--- src/rtl/arpr_pkg.sv ---
package arpr_pkg;

  // Header geometry: Ethernet header plus ARP header
  localparam int unsigned HDR_BYTES = 42;
  localparam logic [5:0] HDR_LEN  = 6'd42;
  localparam logic [5:0] LAST_IDX = 6'd41;

  // Header byte offsets that decide an ARP request
  localparam logic [5:0] OFS_ETYPE_HI = 6'd12;
  localparam logic [5:0] OFS_ETYPE_LO = 6'd13;
  localparam logic [5:0] OFS_OPER_HI  = 6'd20;
  localparam logic [5:0] OFS_OPER_LO  = 6'd21;

  localparam logic [7:0] ETYPE_ARP_HI = 8'h08;
  localparam logic [7:0] ETYPE_ARP_LO = 8'h06;
  localparam logic [7:0] OPER_HI      = 8'h00;
  localparam logic [7:0] OPER_REQ_LO  = 8'h01;
  localparam logic [7:0] OPER_REP_LO  = 8'h02;

  // Configuration register indexes
  localparam logic [1:0] CFG_OWN_MAC     = 2'd0;
  localparam logic [1:0] CFG_FORWARD_MAC = 2'd1;
  localparam logic [1:0] CFG_REWRITE_EN  = 2'd2;

  typedef enum logic [1:0] {
    VERD_FWD   = 2'd0,
    VERD_REPLY = 2'd1,
    VERD_DROP  = 2'd2
  } verdict_t;

  // Command passed from front to back
  typedef struct packed {
    logic       is_hdr;   // read out the buffered header
    logic [7:0] data;     // pass-through byte
    logic       last;
    verdict_t   verdict;
  } cmd_t;

endpackage

--- src/rtl/arpr_ram.sv ---
module arpr_ram #(
  parameter int unsigned WIDTH = 8,
  parameter int unsigned DEPTH = 42
) (
  input  logic                     clk,
  input  logic                     we,
  input  logic [$clog2(DEPTH)-1:0] waddr,
  input  logic [WIDTH-1:0]         wdata,
  input  logic                     re,
  input  logic [$clog2(DEPTH)-1:0] raddr,
  output logic [WIDTH-1:0]         rdata
);

  logic [WIDTH-1:0] mem_r [DEPTH];
  logic [WIDTH-1:0] rdata_r;

  // Write port
  always_ff @(posedge clk) begin
    if (we) begin
      mem_r[waddr] <= wdata;
    end
  end

  // Registered read port
  always_ff @(posedge clk) begin
    if (re) begin
      rdata_r <= mem_r[raddr];
    end
  end

  assign rdata = rdata_r;

endmodule

--- src/rtl/arpr_fifo.sv ---
module arpr_fifo #(
  parameter int unsigned DEPTH = 4
) (
  input  logic           clk,
  input  logic           rst_n,
  input  logic           push,
  input  arpr_pkg::cmd_t push_cmd,
  input  logic           pop,
  output arpr_pkg::cmd_t head,
  output logic           empty,
  output logic           full
);

  localparam int unsigned AW = (DEPTH > 1) ? $clog2(DEPTH) : 1;
  localparam int unsigned CW = $clog2(DEPTH + 1);

  arpr_pkg::cmd_t mem_r [DEPTH];
  logic [AW-1:0]  wr_ptr_r, wr_ptr_nxt;
  logic [AW-1:0]  rd_ptr_r, rd_ptr_nxt;
  logic [CW-1:0]  cnt_r, cnt_nxt;
  logic           do_push, do_pop;

  assign empty   = (cnt_r == '0);
  assign full    = (cnt_r == CW'(DEPTH));
  assign do_push = push & ~full;
  assign do_pop  = pop & ~empty;
  assign head    = mem_r[rd_ptr_r];

  // Advance pointers with wrap at the depth
  always_comb begin
    wr_ptr_nxt = wr_ptr_r;
    rd_ptr_nxt = rd_ptr_r;
    cnt_nxt    = cnt_r;
    if (do_push) begin
      wr_ptr_nxt = (wr_ptr_r == AW'(DEPTH - 1)) ? '0 : wr_ptr_r + AW'(1);
    end
    if (do_pop) begin
      rd_ptr_nxt = (rd_ptr_r == AW'(DEPTH - 1)) ? '0 : rd_ptr_r + AW'(1);
    end
    if (do_push & ~do_pop) begin
      cnt_nxt = cnt_r + CW'(1);
    end else if (do_pop & ~do_push) begin
      cnt_nxt = cnt_r - CW'(1);
    end
  end

  always_ff @(posedge clk) begin
    if (!rst_n) begin
      wr_ptr_r <= '0;
      rd_ptr_r <= '0;
      cnt_r    <= '0;
    end else begin
      wr_ptr_r <= wr_ptr_nxt;
      rd_ptr_r <= rd_ptr_nxt;
      cnt_r    <= cnt_nxt;
    end
  end

  // Store entries
  always_ff @(posedge clk) begin
    if (do_push) begin
      mem_r[wr_ptr_r] <= push_cmd;
    end
  end

endmodule

--- src/rtl/arpr_front.sv ---
module arpr_front (
  input  logic           clk,
  input  logic           rst_n,
  input  logic [7:0]     in_data,
  input  logic           in_last,
  input  logic           in_valid,
  output logic           in_ready,
  output logic           ram_we,
  output logic [5:0]     ram_waddr,
  output logic [7:0]     ram_wdata,
  output logic           push,
  output arpr_pkg::cmd_t push_cmd,
  input  logic           fifo_full,
  input  logic           hdr_done,
  output logic           hdr_busy
);

  logic [5:0]         pos_r, pos_nxt;
  arpr_pkg::verdict_t kind_r, kind_nxt;
  logic               busy_r, busy_nxt;
  logic               m12_r, m13_r, m20_r, m21_r;
  logic               accept, hdr_phase, at_last_hdr, is_req;

  assign hdr_phase   = (pos_r != arpr_pkg::HDR_LEN);
  assign at_last_hdr = (pos_r == arpr_pkg::LAST_IDX);
  assign in_ready    = ~fifo_full & (~hdr_phase | ~busy_r);
  assign accept      = in_valid & in_ready;
  assign is_req      = m12_r & m13_r & m20_r & m21_r;
  assign hdr_busy    = busy_r;

  // Store header bytes
  assign ram_we    = accept & hdr_phase;
  assign ram_waddr = pos_r;
  assign ram_wdata = in_data;

  // Classify and queue commands
  always_comb begin
    push     = 1'b0;
    push_cmd = '{is_hdr: 1'b0, data: in_data, last: in_last, verdict: kind_r};
    pos_nxt  = pos_r;
    kind_nxt = kind_r;
    busy_nxt = busy_r & ~hdr_done;
    if (accept) begin
      if (!hdr_phase) begin
        push = 1'b1;
        if (in_last) begin
          pos_nxt  = '0;
          kind_nxt = arpr_pkg::VERD_FWD;
        end
      end else if (at_last_hdr) begin
        push             = 1'b1;
        push_cmd.is_hdr  = 1'b1;
        push_cmd.data    = '0;
        push_cmd.verdict = is_req ? arpr_pkg::VERD_REPLY : arpr_pkg::VERD_FWD;
        busy_nxt         = 1'b1;
        if (in_last) begin
          pos_nxt  = '0;
          kind_nxt = arpr_pkg::VERD_FWD;
        end else begin
          pos_nxt  = arpr_pkg::HDR_LEN;
          kind_nxt = is_req ? arpr_pkg::VERD_REPLY : arpr_pkg::VERD_FWD;
        end
      end else if (in_last) begin
        push             = 1'b1;
        push_cmd.data    = '0;
        push_cmd.last    = 1'b1;
        push_cmd.verdict = arpr_pkg::VERD_DROP;
        pos_nxt          = '0;
        kind_nxt         = arpr_pkg::VERD_FWD;
      end else begin
        pos_nxt = pos_r + 6'd1;
      end
    end
  end

  always_ff @(posedge clk) begin
    if (!rst_n) begin
      pos_r  <= '0;
      kind_r <= arpr_pkg::VERD_FWD;
      busy_r <= 1'b0;
    end else begin
      pos_r  <= pos_nxt;
      kind_r <= kind_nxt;
      busy_r <= busy_nxt;
    end
  end

  // Track the bytes that mark an ARP request
  always_ff @(posedge clk) begin
    if (accept) begin
      if (pos_r == arpr_pkg::OFS_ETYPE_HI) m12_r <= (in_data == arpr_pkg::ETYPE_ARP_HI);
      if (pos_r == arpr_pkg::OFS_ETYPE_LO) m13_r <= (in_data == arpr_pkg::ETYPE_ARP_LO);
      if (pos_r == arpr_pkg::OFS_OPER_HI)  m20_r <= (in_data == arpr_pkg::OPER_HI);
      if (pos_r == arpr_pkg::OFS_OPER_LO)  m21_r <= (in_data == arpr_pkg::OPER_REQ_LO);
    end
  end

endmodule

--- src/rtl/arpr_back.sv ---
module arpr_back (
  input  logic           clk,
  input  logic           rst_n,
  input  arpr_pkg::cmd_t cmd,
  input  logic           cmd_valid,
  output logic           cmd_pop,
  output logic           ram_re,
  output logic [5:0]     ram_raddr,
  input  logic [7:0]     ram_rdata,
  input  logic [47:0]    own_mac,
  input  logic [47:0]    forward_mac,
  input  logic           rewrite_en,
  output logic           hdr_done,
  output logic [7:0]     out_data,
  output logic           out_last,
  output logic [1:0]     out_verdict,
  output logic           out_valid,
  input  logic           out_ready
);

  typedef enum logic [2:0] {
    B_IDLE  = 3'b001,
    B_ISSUE = 3'b010,
    B_DATA  = 3'b100
  } bstate_t;

  bstate_t            st_r, st_nxt;
  logic [5:0]         j_r, j_nxt;
  logic               hlast_r, hlast_nxt;
  arpr_pkg::verdict_t hverd_r, hverd_nxt;
  logic               ov_r, ov_nxt;
  logic [7:0]         ob_r, ob_nxt;
  logic               ol_r, ol_nxt;
  arpr_pkg::verdict_t overd_r, overd_nxt;
  logic               out_free, reply;
  logic [7:0]         hdr_byte;

  // Byte k of a MAC in wire order, k = 0 is bits 47..40
  function automatic logic [7:0] mac_byte(input logic [47:0] mac, input logic [2:0] k);
    logic [2:0] sel;
    sel = 3'd5 - k;
    return mac[{sel, 3'b000} +: 8];
  endfunction

  // Buffer address that feeds header output byte j
  function automatic logic [5:0] rd_addr_for(input logic [5:0] j, input logic rep,
                                             input logic rw);
    logic [5:0] a;
    a = j;
    if (rep) begin
      case (j) inside
        [6'd0:6'd5]:   a = j + 6'd6;
        [6'd28:6'd31]: a = j + 6'd10;
        [6'd32:6'd37]: a = j - 6'd10;
        [6'd38:6'd41]: a = j - 6'd10;
        default:       a = j;
      endcase
    end else if (rw) begin
      case (j) inside
        [6'd6:6'd11]: a = j - 6'd6;
        default:      a = j;
      endcase
    end
    return a;
  endfunction

  // Header output byte j from buffered data and configured MACs
  function automatic logic [7:0] hdr_out(input logic [5:0] j, input logic rep,
                                         input logic rw, input logic [7:0] rd,
                                         input logic [47:0] own, input logic [47:0] fwd);
    logic [7:0] b;
    logic [5:0] off6, off22;
    off6  = j - 6'd6;
    off22 = j - 6'd22;
    b     = rd;
    if (rep) begin
      case (j) inside
        [6'd6:6'd11]:  b = mac_byte(own, off6[2:0]);
        [6'd22:6'd27]: b = mac_byte(own, off22[2:0]);
        arpr_pkg::OFS_OPER_LO: b = arpr_pkg::OPER_REP_LO;
        default:       b = rd;
      endcase
    end else if (rw) begin
      case (j) inside
        [6'd0:6'd5]: b = mac_byte(fwd, j[2:0]);
        default:     b = rd;
      endcase
    end
    return b;
  endfunction

  assign out_free  = ~ov_r | out_ready;
  assign reply     = (hverd_r == arpr_pkg::VERD_REPLY);
  assign ram_raddr = rd_addr_for(j_r, reply, rewrite_en);
  assign hdr_byte  = hdr_out(j_r, reply, rewrite_en, ram_rdata, own_mac, forward_mac);

  // Sequence commands: pass bytes straight out, read headers one byte at a time via issue and data states
  always_comb begin
    st_nxt    = st_r;
    j_nxt     = j_r;
    hlast_nxt = hlast_r;
    hverd_nxt = hverd_r;
    ov_nxt    = ov_r & ~out_ready;
    ob_nxt    = ob_r;
    ol_nxt    = ol_r;
    overd_nxt = overd_r;
    cmd_pop   = 1'b0;
    ram_re    = 1'b0;
    hdr_done  = 1'b0;
    case (st_r)
      B_IDLE: begin
        if (cmd_valid && out_free) begin
          cmd_pop = 1'b1;
          if (cmd.is_hdr) begin
            st_nxt    = B_ISSUE;
            j_nxt     = '0;
            hlast_nxt = cmd.last;
            hverd_nxt = cmd.verdict;
          end else begin
            ov_nxt    = 1'b1;
            ob_nxt    = cmd.data;
            ol_nxt    = cmd.last;
            overd_nxt = cmd.verdict;
          end
        end
      end
      B_ISSUE: begin
        if (out_free) begin
          ram_re   = 1'b1;
          st_nxt   = B_DATA;
          hdr_done = (j_r == arpr_pkg::LAST_IDX);
        end
      end
      B_DATA: begin
        ov_nxt    = 1'b1;
        ob_nxt    = hdr_byte;
        ol_nxt    = hlast_r & (j_r == arpr_pkg::LAST_IDX);
        overd_nxt = hverd_r;
        if (j_r == arpr_pkg::LAST_IDX) begin
          st_nxt = B_IDLE;
        end else begin
          j_nxt  = j_r + 6'd1;
          st_nxt = B_ISSUE;
        end
      end
      default: begin
        st_nxt = B_IDLE;
      end
    endcase
  end

  always_ff @(posedge clk) begin
    if (!rst_n) begin
      st_r <= B_IDLE;
      ov_r <= 1'b0;
    end else begin
      st_r <= st_nxt;
      ov_r <= ov_nxt;
    end
  end

  // Hold payload
  always_ff @(posedge clk) begin
    j_r     <= j_nxt;
    hlast_r <= hlast_nxt;
    hverd_r <= hverd_nxt;
    ob_r    <= ob_nxt;
    ol_r    <= ol_nxt;
    overd_r <= overd_nxt;
  end

  assign out_valid   = ov_r;
  assign out_data    = ob_r;
  assign out_last    = ol_r;
  assign out_verdict = overd_r;

endmodule

--- src/rtl/arp_responder_frame_rewriter_core.sv ---
// Throughput: one input byte per cycle while the command queue has room and no header
// readout blocks; body bytes leave at one per cycle while out_tready is high. Header readout
// steps through an issue and a data state per byte, set by the registered read of the
// single header buffer; the next frame's header waits for it. A body byte or drop transaction
// is queued, then registered at output; a header byte also passes the issue and data states.
// Reset (rst_n, synchronous): clears control state and config registers; header buffer is not cleared.
module arp_responder_frame_rewriter_core #(
  parameter int unsigned FIFO_DEPTH = 4
) (
  input  logic        clk,
  input  logic        rst_n,
  input  logic        in_tvalid,
  output logic        in_tready,
  input  logic [7:0]  in_tdata,    // [7:0] in_byte
  input  logic        in_tlast,
  output logic        out_tvalid,
  input  logic        out_tready,
  output logic [7:0]  out_tdata,   // [7:0] out_byte
  output logic        out_tlast,
  output logic [1:0]  out_tuser,   // [1:0] out_verdict
  input  logic        cfg_we,
  input  logic [1:0]  cfg_index,
  input  logic [47:0] cfg_wdata
);

  logic [47:0]    own_mac_r;
  logic [47:0]    forward_mac_r;
  logic           rewrite_en_r;

  logic           ram_we, ram_re;
  logic [5:0]     ram_waddr, ram_raddr;
  logic [7:0]     ram_wdata, ram_rdata;
  logic           fifo_push, fifo_pop, fifo_empty, fifo_full;
  arpr_pkg::cmd_t push_cmd, head_cmd;
  logic           hdr_done, hdr_busy;

  // Configuration registers
  always_ff @(posedge clk) begin
    if (!rst_n) begin
      own_mac_r     <= '0;
      forward_mac_r <= '0;
      rewrite_en_r  <= 1'b0;
    end else if (cfg_we) begin
      case (cfg_index)
        arpr_pkg::CFG_OWN_MAC:     own_mac_r     <= cfg_wdata;
        arpr_pkg::CFG_FORWARD_MAC: forward_mac_r <= cfg_wdata;
        arpr_pkg::CFG_REWRITE_EN:  rewrite_en_r  <= cfg_wdata[0];
        default: ;
      endcase
    end
  end

  arpr_front u_front (
    .clk       (clk),
    .rst_n     (rst_n),
    .in_data   (in_tdata),
    .in_last   (in_tlast),
    .in_valid  (in_tvalid),
    .in_ready  (in_tready),
    .ram_we    (ram_we),
    .ram_waddr (ram_waddr),
    .ram_wdata (ram_wdata),
    .push      (fifo_push),
    .push_cmd  (push_cmd),
    .fifo_full (fifo_full),
    .hdr_done  (hdr_done),
    .hdr_busy  (hdr_busy)
  );

  arpr_ram #(
    .WIDTH (8),
    .DEPTH (arpr_pkg::HDR_BYTES)
  ) u_hdr_ram (
    .clk   (clk),
    .we    (ram_we),
    .waddr (ram_waddr),
    .wdata (ram_wdata),
    .re    (ram_re),
    .raddr (ram_raddr),
    .rdata (ram_rdata)
  );

  arpr_fifo #(
    .DEPTH (FIFO_DEPTH)
  ) u_fifo (
    .clk      (clk),
    .rst_n    (rst_n),
    .push     (fifo_push),
    .push_cmd (push_cmd),
    .pop      (fifo_pop),
    .head     (head_cmd),
    .empty    (fifo_empty),
    .full     (fifo_full)
  );

  arpr_back u_back (
    .clk         (clk),
    .rst_n       (rst_n),
    .cmd         (head_cmd),
    .cmd_valid   (~fifo_empty),
    .cmd_pop     (fifo_pop),
    .ram_re      (ram_re),
    .ram_raddr   (ram_raddr),
    .ram_rdata   (ram_rdata),
    .own_mac     (own_mac_r),
    .forward_mac (forward_mac_r),
    .rewrite_en  (rewrite_en_r),
    .hdr_done    (hdr_done),
    .out_data    (out_tdata),
    .out_last    (out_tlast),
    .out_verdict (out_tuser),
    .out_valid   (out_tvalid),
    .out_ready   (out_tready)
  );

  // Header buffer is never written while the back end reads it
  a_buf_exclusive: assert property (@(posedge clk) disable iff (!rst_n)
    !(ram_we && ram_re))
    else $error("header buffer written during readout");

  // Header writes only happen while no readout is pending
  a_write_idle: assert property (@(posedge clk) disable iff (!rst_n)
    ram_we |-> !hdr_busy)
    else $error("header write while previous header in flight");

  // Command queue never overflows
  a_no_overflow: assert property (@(posedge clk) disable iff (!rst_n)
    fifo_push |-> !fifo_full)
    else $error("command queue overflow");

  // A drop transaction always closes its frame
  a_drop_last: assert property (@(posedge clk) disable iff (!rst_n)
    (out_tvalid && out_tuser == arpr_pkg::VERD_DROP) |-> out_tlast)
    else $error("drop transaction without last");

endmodule
--- config.mk ---
export PLATFORM = sky130hd
export DESIGN_NAME = arp_responder_frame_rewriter_core
export DESIGN_NICKNAME = d
export VERILOG_FILES = /design/src/rtl/arpr_pkg.sv /design/src/rtl/arpr_ram.sv /design/src/rtl/arpr_fifo.sv /design/src/rtl/arpr_front.sv /design/src/rtl/arpr_back.sv /design/src/rtl/arp_responder_frame_rewriter_core.sv
export SDC_FILE = /design/constraint.sdc
export NUM_CORES = 1
export LEC_CHECK = 0
export ABC_AREA = 1
export BUFFER_PORTS_ARGS = -buffer_cell sky130_fd_sc_hd__buf_2
export CORE_UTILIZATION = 40
export CTS_CLUSTER_DIAMETER = 30
export CTS_CLUSTER_SIZE = 40
export DETAILED_ROUTE_END_ITERATION = 16
export GPL_TIMING_DRIVEN = 0
export PLACE_DENSITY = 0.64
export SLEW_MARGIN = 25
export SYNTH_ARGS = -nofsm -noshare
export SYNTH_HDL_FRONTEND = slang
export SYNTH_HIERARCHICAL = 1
export SYNTH_SLANG_ARGS = --single-unit
--- constraint.sdc ---
create_clock -name clk -period 3.5 [get_ports clk]
set_input_delay 0.35 -clock clk [delete_from_list [all_inputs] [get_ports clk]]
set_output_delay 0.35 -clock clk [all_outputs]
set_load 0.02 [all_outputs]
==> results.toml, run 1 <==
[detailed_routing]
vias = 20000
dr.pass1.iters = 6
finalWirelength_um = 73900
vias_per_cell = 5.25
first_iter_violations = 1839
wire_per_inst_um = 19.4
drc = 0
antenna_left = 0

[floorplan]
placeableCoreArea_um2 = 60700
placementRows = 90
initial_utilization_pct = 40.7
dieArea_um2 = 62800
dieHeight_um = 251
io_pins = 77
die_w_um = 251

[synth]
ys_types = 47
synth_area_leaders = "edfxtp_1, nand2_1, dfxtp_1"
ys.flop_type = "edfxtp_1"
ys_async_sr_fraction_pct = 0
ys_ff_latch = 535
synth_area_per_cell_um2 = 9.15
syn_area_um2 = 24700
synth_common_cells = "nand2_1, edfxtp_1, nor2_1, nand3_1, inv_1"
synth_cells = 2703
synth_fp_nets = 2784
synth_top_area_cell = "edfxtp_1"
yosysSeqAreaShare_pct = 60.2
synth_enable_flop_cells = 416
synth_top_area_share_pct = 50.5
yosysWarningCount = 6
synth_most_common_cell = "nand2_1"

[critical_path]
cp_cell_sequence = "buf_6 > inv_4 > buf_6 > ha_1 > nor2_2 > nand2_1 > nand2_2 > nand3_1 > nand2_1 > nand2_1 > nand2_1 > nand2_1 > inv_1 > buf_12 > inv_6 > buf_6 > nand3_1 > nand3_1 > nand2_1 > nand2_1 > nand3_1 > nand3_1 > nand2_1"
crit_fanout = 10
cp_slowest_cell = "edfxtp_1"
crit_arrival_ns = 3.77
cp-end-kind = "flip-flop"
cp.required_ns = 3.88
startpoint_type = "flip-flop"
crit_path_max_incr_delay_ns = 0.43
crit_type = "flip-flop to flip-flop"
cp_common_cell = "nand2_1"

[flow_run]
cap_violations = 0

[place]
dp.final_hpwl_um = 50300
gp_congestion = 0.927
portBuffers = 75

[timing]
drv_slew = 0
hold_slack_ns = 0.0276
finalCriticalPeriod_ns = 3.38
worstMarginPinSlew_ns = 0.900
relSlewSlack_pct = 39.8
hold_viol = 0
rsz0062_at_grt = "false"
setup_violations = 0
fin_skew_ns = 0.0310
timing.final.crit_share_pct = 96.7
fmax_mhz = 296
setup_tns_ns = 0

[finish]
area_growth_pct = 23.1
insertedDiodeCount = 0
multiInputGateArea_um2 = 8090
regArea_um2 = 14900
drive_gt1_share_pct = 15.0
final_nets = 3014
n_fill_cell = 5495

[cts]
clk_pin_slew_worst_paths_ns = 0.05
clk_latency_ns = 0.65
tritoncts = "yes"
cts_max_level = 3
clockRootBuffer = "clkbuf_16"
cts.path.max_buffers = 3
cts_buffers = 105
cts.sinks = 535

[global_routing]
grt_max_degree = 43
grt_pass1_vias = 19600
grt-ovfl-total = 0
grt_pass1_wl_um = 112000
antenna_found_initial = 0
grt_usage_pct = 23.6

[run_status]
status = "finished clean"

[power]
powerDensity_nw_per_um2 = 905
ir_drop_mv = 0.555
p_leak_nw = 12.4

[hold_path]
hp-class = "primary input to flip-flop"
## metal layers
layer | up-vias | share of wire [%] | global-route usage, %
met4 | 0 | 4.1 | 11.0
met1 | 9590 | 41 | 29.8
met2 | 767 | 49 | 39.9
met3 | 179 | 6.3 | 3.54
li1 | 9426 | - | -
met5 | - | 0 | 0
## path summary, 6_finish.rpt
kind | endpoint | depth (start not counted) | from | slack, ns
max | u_hdr_ram/rdata[6] | 23 | u_back/j_r[0] | 0.12
min | u_back/st_r[1] | 4 | out_tready | 0.03
max reg2reg | u_hdr_ram/rdata[6] | 23 | u_back/j_r[0] | 0.12
min reg2reg | u_front/kind_r[1] | 2 | u_front/kind_r[1] | 0.43
## layout make-up
type,count,area share (%)
buffer,155,3.65
clock buffer,129,9.48
clock inverter,67,2.57
inverter,221,2.80
multi-input combinational,1791,26.6
sequential,535,48.9
tap,782,3.22
timing repair buffer,124,2.83
## cell families (layout without fill, tap and decap cells)
logic type                 after synthesis  in the layout  share of synthesized area [%]
AOI/OAI and AO/OA                      223            223                           5.00
xor gates and xnor gates                 6              6                          0.243
adders and majority gates               17             17                          0.891
buffers and inverters                  377            696                           7.39
DFF                                    535            535                           60.2
and+or+nand+nor                       1545           1545                           26.3
## metrics by stage
step,cell area (um^2),utilization [%],power [mW],instances,setup WS (ns)
final,30400,50.1,27.5,3804,0.116
after detailed placement,26100,43.0,16.8,3560,-0.515
after global placement,26100,43.0,16.7,3560,-0.514
after floorplan,24700,-,13.6,2703,0.670
after global routing,30400,50.1,28.8,3804,0.00365
after CTS,30300,49.9,27.2,3803,0.00362
## sequential cells by signal, summed over array words and instances, names as in the netlist, 2 cells and up, named ones only
register,cells
u_fifo/cnt_r,3
u_fifo/wr_ptr_r,2
u_back/out_data,8
own_mac_r,48
u_fifo/rd_ptr_r,2
u_back/st_r,3
u_front/ram_waddr,6
u_fifo/mem_r,48
u_back/j_r,6
u_hdr_ram/mem_r,336
u_front/kind_r,2
forward_mac_r,48
u_hdr_ram/rdata,8
u_back/out_verdict,2
u_back/hverd_r,2
## cell usage in the layout, fill, tap and decap left out, types with 11 or more instances in the layout
cell           synthesis  final
clkinvlp_4             0     14
clkbuf_16              0    110
dfxtp_1              119    119
nand4_1               13     13
nor2_1               387    382
buf_6                 26     31
o21ai_0               63     63
nand3_1              350    343
ha_1                  16     14
clkbuf_1              37     38
nand2_1              749    745
a21oi_1               94     94
o21ai_1               18     18
buf_4                 36     37
clkinv_2               1     19
o211ai_1              27     27
bufinv_16              0     13
dlygate4sd3_1          0     47
inv_1                205    204
o22ai_1               12     12
edfxtp_1             416    416
nand2_2                8     11
buf_2                 47    111
clkbuf_4               0     11
## power by group
group | internal, mW | switching, mW | leakage, nW | total (mW)
Clock | 6.81 | 3.36 | 1.76 | 10.2
Combinational | 3.04 | 6.87 | 5.92 | 9.91
Sequential | 7.28 | 0.190 | 4.72 | 7.47
## what timing repair did
action | in CTS | in global routing
pin swaps | 0 | 1
resized for setup | 28 | 50
buffers inserted | 1 | 1
hold buffers | 47 | 0
setup endpoints to repair | 8 | 8
endpoints found under the hold margin | 47 | 0
cloned | 0 | 0
## worst max-delay path, delay by kind of cell, from the launching register on
kind          cells  cell delay [ns]
simple gates     15             1.45
buf+inv           7             1.03
fa+ha+maj         1             0.18
flops             1             0.43
No activity file was read; power rests on OpenSTA's default activity.
==> inputs of run 2 (changes only) <==
RECOVER_POWER = 50   (was default)
==> results.toml, run 2 (same netlist as run 1, synthesis figures left out) <==
[run_status]
status = "complete, but fails checks"
violations = "capacitance limit, slew limit"

[critical_path]
crit_type = "flip-flop to flip-flop"
cp-end-kind = "flip-flop"
crit_arrival_ns = 3.77
crit_path_start = "u_back/j_r[0]"
timing.rr.end = "u_hdr_ram/rdata[1]"
crit_end = "u_hdr_ram/rdata[1]"
r2r_start = "u_back/j_r[0]"
r2r_slack_ns = 0.12
crit_fanout = 10
reg2reg_depth = 23
cp.required_ns = 3.89
startpoint_type = "flip-flop"

[finish]
drive_gt1_share_pct = 13.3
largest_reg_flops = 336
final_common_cell = "nand2_1"
layout_common_cells = "nand2_1, edfxtp_1, nor2_1"
final_nets = 3014
area_growth_pct = 22.6
regMostFlops = "u_hdr_ram/mem_r"
insertedDiodeCount = 0

[global_routing]
grt_usage_pct = 23.6
grt-ovfl-total = 0
grt_max_degree = 43
grt_pass1_vias = 19600
antenna_found_initial = 0
grt_pass1_wl_um = 112000

[timing]
timing.final.crit_share_pct = 96.7
relSlewSlack_pct = -67.2
setup_violations = 0
hold_viol = 0
worstMarginPinSlew_ns = 2.51
drv_slew = 344
fin_skew_ns = 0.0324
finalCriticalPeriod_ns = 3.38
layout_setup_ws_ns = 0.115
setup_tns_ns = 0
rsz0062_at_grt = "false"
fmax_mhz = 295

[floorplan]
dieHeight_um = 251
die_w_um = 251
dieArea_um2 = 62800
placementRows = 90
initial_utilization_pct = 40.7
placeableCoreArea_um2 = 60700
io_pins = 77

[power]
p_int_mw = 17.1
finalPower_mw = 27.6
clockPowerShare_pct = 37.0
p_sw_share_pct = 37.9
p_leak_nw = 12.3
pwr-share-comb_pct = 35.9
powerDensity_nw_per_um2 = 909
seqPwrFrac_pct = 27.2
p_sw_mw = 10.5
ir_drop_mv = 0.555

[detailed_routing]
vias = 20000
first_iter_violations = 1978
vias_per_cell = 5.25
wire_per_inst_um = 19.5
antenna_left = 0
drc = 0
dr.pass1.iters = 6
finalWirelength_um = 74200

[cts]
cts_buffers = 105
cts.sinks = 535
cts_max_level = 3
cts.path.max_buffers = 3
clk_pin_slew_worst_paths_ns = 0.05
clk_latency_ns = 0.65
clockRootBuffer = "clkbuf_16"
tritoncts = "yes"

[place]
gp_congestion = 0.927
pre_cts_ws_ns = -0.515
dp.final_hpwl_um = 50300
portBuffers = 75

[hold_path]
hold_depth = 4
hp-class = "primary input to flip-flop"

[flow_run]
cap_violations = 8
## run 2: changes by cell type in the layout (fill, tap and decap cells not counted)
cell / change
buf_6: -6
nand3_1: +1
buf_4: -10
o21ai_0: +2
inv_1: +1
o21ai_1: -2
inv_2: -1
clkbuf_1: +49
nand3_2: -1
buf_1: -1
buf_2: -32
## run 2: repair_timing
item	in CTS	in global routing
resized for setup	28	50
cloned	0	0
pin swaps	0	1
endpoints found under the hold margin	47	0
setup buffers	1	1
hold buffers	47	0
setup endpoints to repair	8	8
## run 2: metrics by stage
| stage | utilization [%] | hold slack, ns | instances | cell area (um^2) |
|---|---|---|---|---|
| 4_1_cts | 49.9 | 0.00753 | 3803 | 30300 |
| 5_1_grt | 49.9 | 0.0401 | 3804 | 30300 |
| 3_5_place_dp | 43.0 | 0.426 | 3560 | 26100 |
| 6_report | 49.9 | 0.0216 | 3804 | 30300 |
| 3_3_place_gp | 43.0 | 0.425 | 3560 | 26100 |
| 2_1_floorplan | - | 0.412 | 2703 | 24700 |
## run 2: cell type report
type / instances / area, um^2
multi-input cells: 1791 / 8080
well taps: 782 / 978
repair buffers: 124 / 828
flip-flops and latches: 535 / 14900
plain buffers: 155 / 1020
clock inverters: 67 / 783
clock buffers: 129 / 2880
fillers: 5533 / 30400
inverters: 221 / 851
## run 2: per-layer routing
metal | vias up | GRT usage, % | share of wire [%]
li1 | 9435 | - | -
met1 | 9567 | 29.8 | 41
met2 | 787 | 39.9 | 49
met3 | 169 | 3.54 | 6.7
met4 | 0 | 11.0 | 4.0
met5 | - | 0 | 0
## run 2: power by group through the flow
stage	Sequential (mW)	Clock, mW	Combinational, mW
after global routing	7.50	10.6	10.7
after detailed placement	7.59	0	9.24
after floorplan	7.60	0	5.99
final	7.48	10.2	9.89
after CTS	7.47	10.3	9.48
after global placement	7.58	0	9.13
## run 2: how the worst min path moves through the flow
stage,start,end
6_report,out_tready,u_back/st_r[1]
5_1_grt,cfg_wdata[0],rewrite_en_r
4_1_cts,out_tready,u_back/st_r[1]
3_5_place_dp,u_front/kind_r[1],u_front/kind_r[1]
3_3_place_gp,u_front/kind_r[1],u_front/kind_r[1]
2_1_floorplan,u_front/kind_r[1],u_front/kind_r[1]
## run 2: worst max-delay path: stages, from the launching register on
cell      delay, ns
edfxtp_1       0.43
buf_6          0.17
inv_4          0.15
buf_6          0.20
ha_1           0.18
nor2_2         0.05
nand2_1        0.13
nand2_2        0.11
nand3_1        0.09
nand2_1        0.06
nand2_1        0.08
nand2_1        0.04
nand2_1        0.08
inv_1          0.07
buf_12         0.15
inv_6          0.12
buf_6          0.17
nand3_1        0.09
nand3_1        0.15
nand2_1        0.13
nand2_1        0.08
nand3_1        0.07
nand3_1        0.21
nand2_1        0.09
==> inputs of run 3 (changes only) <==
CORE_UTILIZATION = 50   (was 40)
MAX_ROUTING_LAYER = met4   (was default)
PLACE_DENSITY = 0.75   (was 0.64)
REMOVE_ABC_BUFFERS = 1   (was default)
==> results.toml, run 3 (same netlist as run 1, synthesis figures left out) <==
[finish]
largest_reg_flops = 336
final_nets = 2902
area_growth_pct = 20.5
drive_gt1_share_pct = 11.5
regMostFlops = "u_hdr_ram/mem_r"
utilization_pct = 61.0
final_common_cell = "nand2_1"
insertedDiodeCount = 0
layout_common_cells = "nand2_1, edfxtp_1, nor2_1"
layoutNonFillerInstCount = 3570
n_fill_cell = 3790

[timing]
layout_setup_ws_ns = 0.0484
drv_slew = 456
worstMarginPinSlew_ns = 2.21
setup_tns_ns = 0
relSlewSlack_pct = -47.6
fmax_mhz = 290
hold_viol = 0
setup_violations = 0
finalCriticalPeriod_ns = 3.45
timing.final.crit_share_pct = 98.6
fin_skew_ns = 0.0303

[cts]
tritoncts = "yes"
cts_max_level = 3
cts.path.max_buffers = 3
cts.sinks = 535
cts_buffers = 101
clk_pin_slew_worst_paths_ns = 0.05
clockRootBuffer = "clkbuf_16"
clk_latency_ns = 0.66

[critical_path]
crit_arrival_ns = 3.84
cp-end-kind = "flip-flop"
crit_type = "flip-flop to flip-flop"
crit_fanout = 45
r2r_slack_ns = 0.05
startpoint_type = "flip-flop"
cp.required_ns = 3.89

[place]
place_inst = 3312
portBuffers = 76
pre_cts_ws_ns = -1.20
dp.final_hpwl_um = 36300
gp_congestion = 0.941

[detailed_routing]
wire_per_inst_um = 17.8
first_iter_violations = 1841
vias = 19500
antenna_left = 0
vias_per_cell = 5.47
drc = 0
dr.pass1.iters = 5
finalWirelength_um = 63400

[floorplan]
initial_utilization_pct = 50.6
placeableCoreArea_um2 = 48800
dieArea_um2 = 50300
io_pins = 77
dieHeight_um = 224
placementRows = 81
die_w_um = 224

[global_routing]
antenna_found_initial = 0
grt_pass1_wl_um = 98700
grt_usage_pct = 25.8
grt_max_degree = 161
grt_pass1_vias = 18900
grt-ovfl-total = 0

[power]
ir_drop_mv = 0.510
powerDensity_nw_per_um2 = 905
p_leak_nw = 12.0
finalPower_mw = 26.9

[flow_run]
cap_violations = 10

[run_status]
status = "complete, but fails checks"
violations = "capacitance limit, slew limit"

[hold_path]
hp-class = "primary input to flip-flop"
-- run 3: cell count changes in the layout (fill, tap and decap cells not counted), sizes merged --
| cell | previous run | this run |
|---|---|---|
| buf | 142 | 88 |
| bufinv | 13 | 15 |
| clkbuf | 219 | 156 |
| clkinvlp | 14 | 11 |
| dlygate4sd3 | 47 | 48 |
| inv | 226 | 227 |
-- run 3: path summary, 6_finish.rpt --
path,startpoint,cells after the start,endpoint
min reg2reg,u_front/kind_r[1],2,u_front/kind_r[1]
max reg2reg,u_back/j_r[0],21,u_hdr_ram/rdata[6]
max,u_back/j_r[0],21,u_hdr_ram/rdata[6]
min,out_tready,4,u_back/st_r[1]
-- run 3: metrics by stage --
step	hold WS, ns	instance area, um^2
final	0.0585	29800
after CTS	0.0258	29700
after global routing	0.0619	29800
after detailed placement	0.428	25500
after floorplan	0.412	23700
after global placement	0.423	24900
-- run 3: layer usage --
metal / vias to the layer above / global-route usage, % / part of all wire, %
met5: - / - / 0
met4: 0 / 12.6 / 3.9
met3: 195 / 4.60 / 7.6
met2: 958 / 42.6 / 49
met1: 9194 / 30.7 / 39
li1: 9194 / - / -
-- run 3: critical path, stage by stage, from the launching register on --
cell and delay, ns:
edfxtp_1 0.39, buf_12 0.14, buf_12 0.16, clkinv_16 0.14, ha_1 0.24, nor2_2 0.17
nand2_1 0.13, nand2_2 0.12, nand3_1 0.09, nand2_1 0.08, nand3_1 0.13, nand2_4 0.13
clkinv_8 0.09, buf_16 0.19, inv_16 0.14, nand3_1 0.09, nand3_1 0.11, nand2_1 0.08
nand2_1 0.08, nand3_2 0.15, nand3_2 0.16, nand2_1 0.11
-- run 3: power by group --
part           internal, mW  switching [mW]  leakage [nW]
sequential             7.29           0.242          4.72
combinational          2.98            6.57          5.56
clock                  6.62            3.25          1.69
-- run 3: cell type report --
class                           count  area [um^2]  area share (%)
Tap cell                          664          831            2.79
Sequential cell                   535        14900            49.9
Multi-Input combinational cell   1791         8120            27.3
Clock inverter                     62          788            2.65
Clock buffer                      126         2730            9.15
Timing Repair inverter              5         58.8           0.197
Inverter                          221          910            3.05
Timing Repair Buffer              166         1470            4.94
-- run 3: repair_timing --
item	4_1_cts	5_1_grt
pin swaps	1	2
hold buffers	48	0
cloned	7	0
endpoints found under the setup margin	8	8
setup buffers	7	8
resized for setup	29	22
endpoints found under the hold margin	49	0
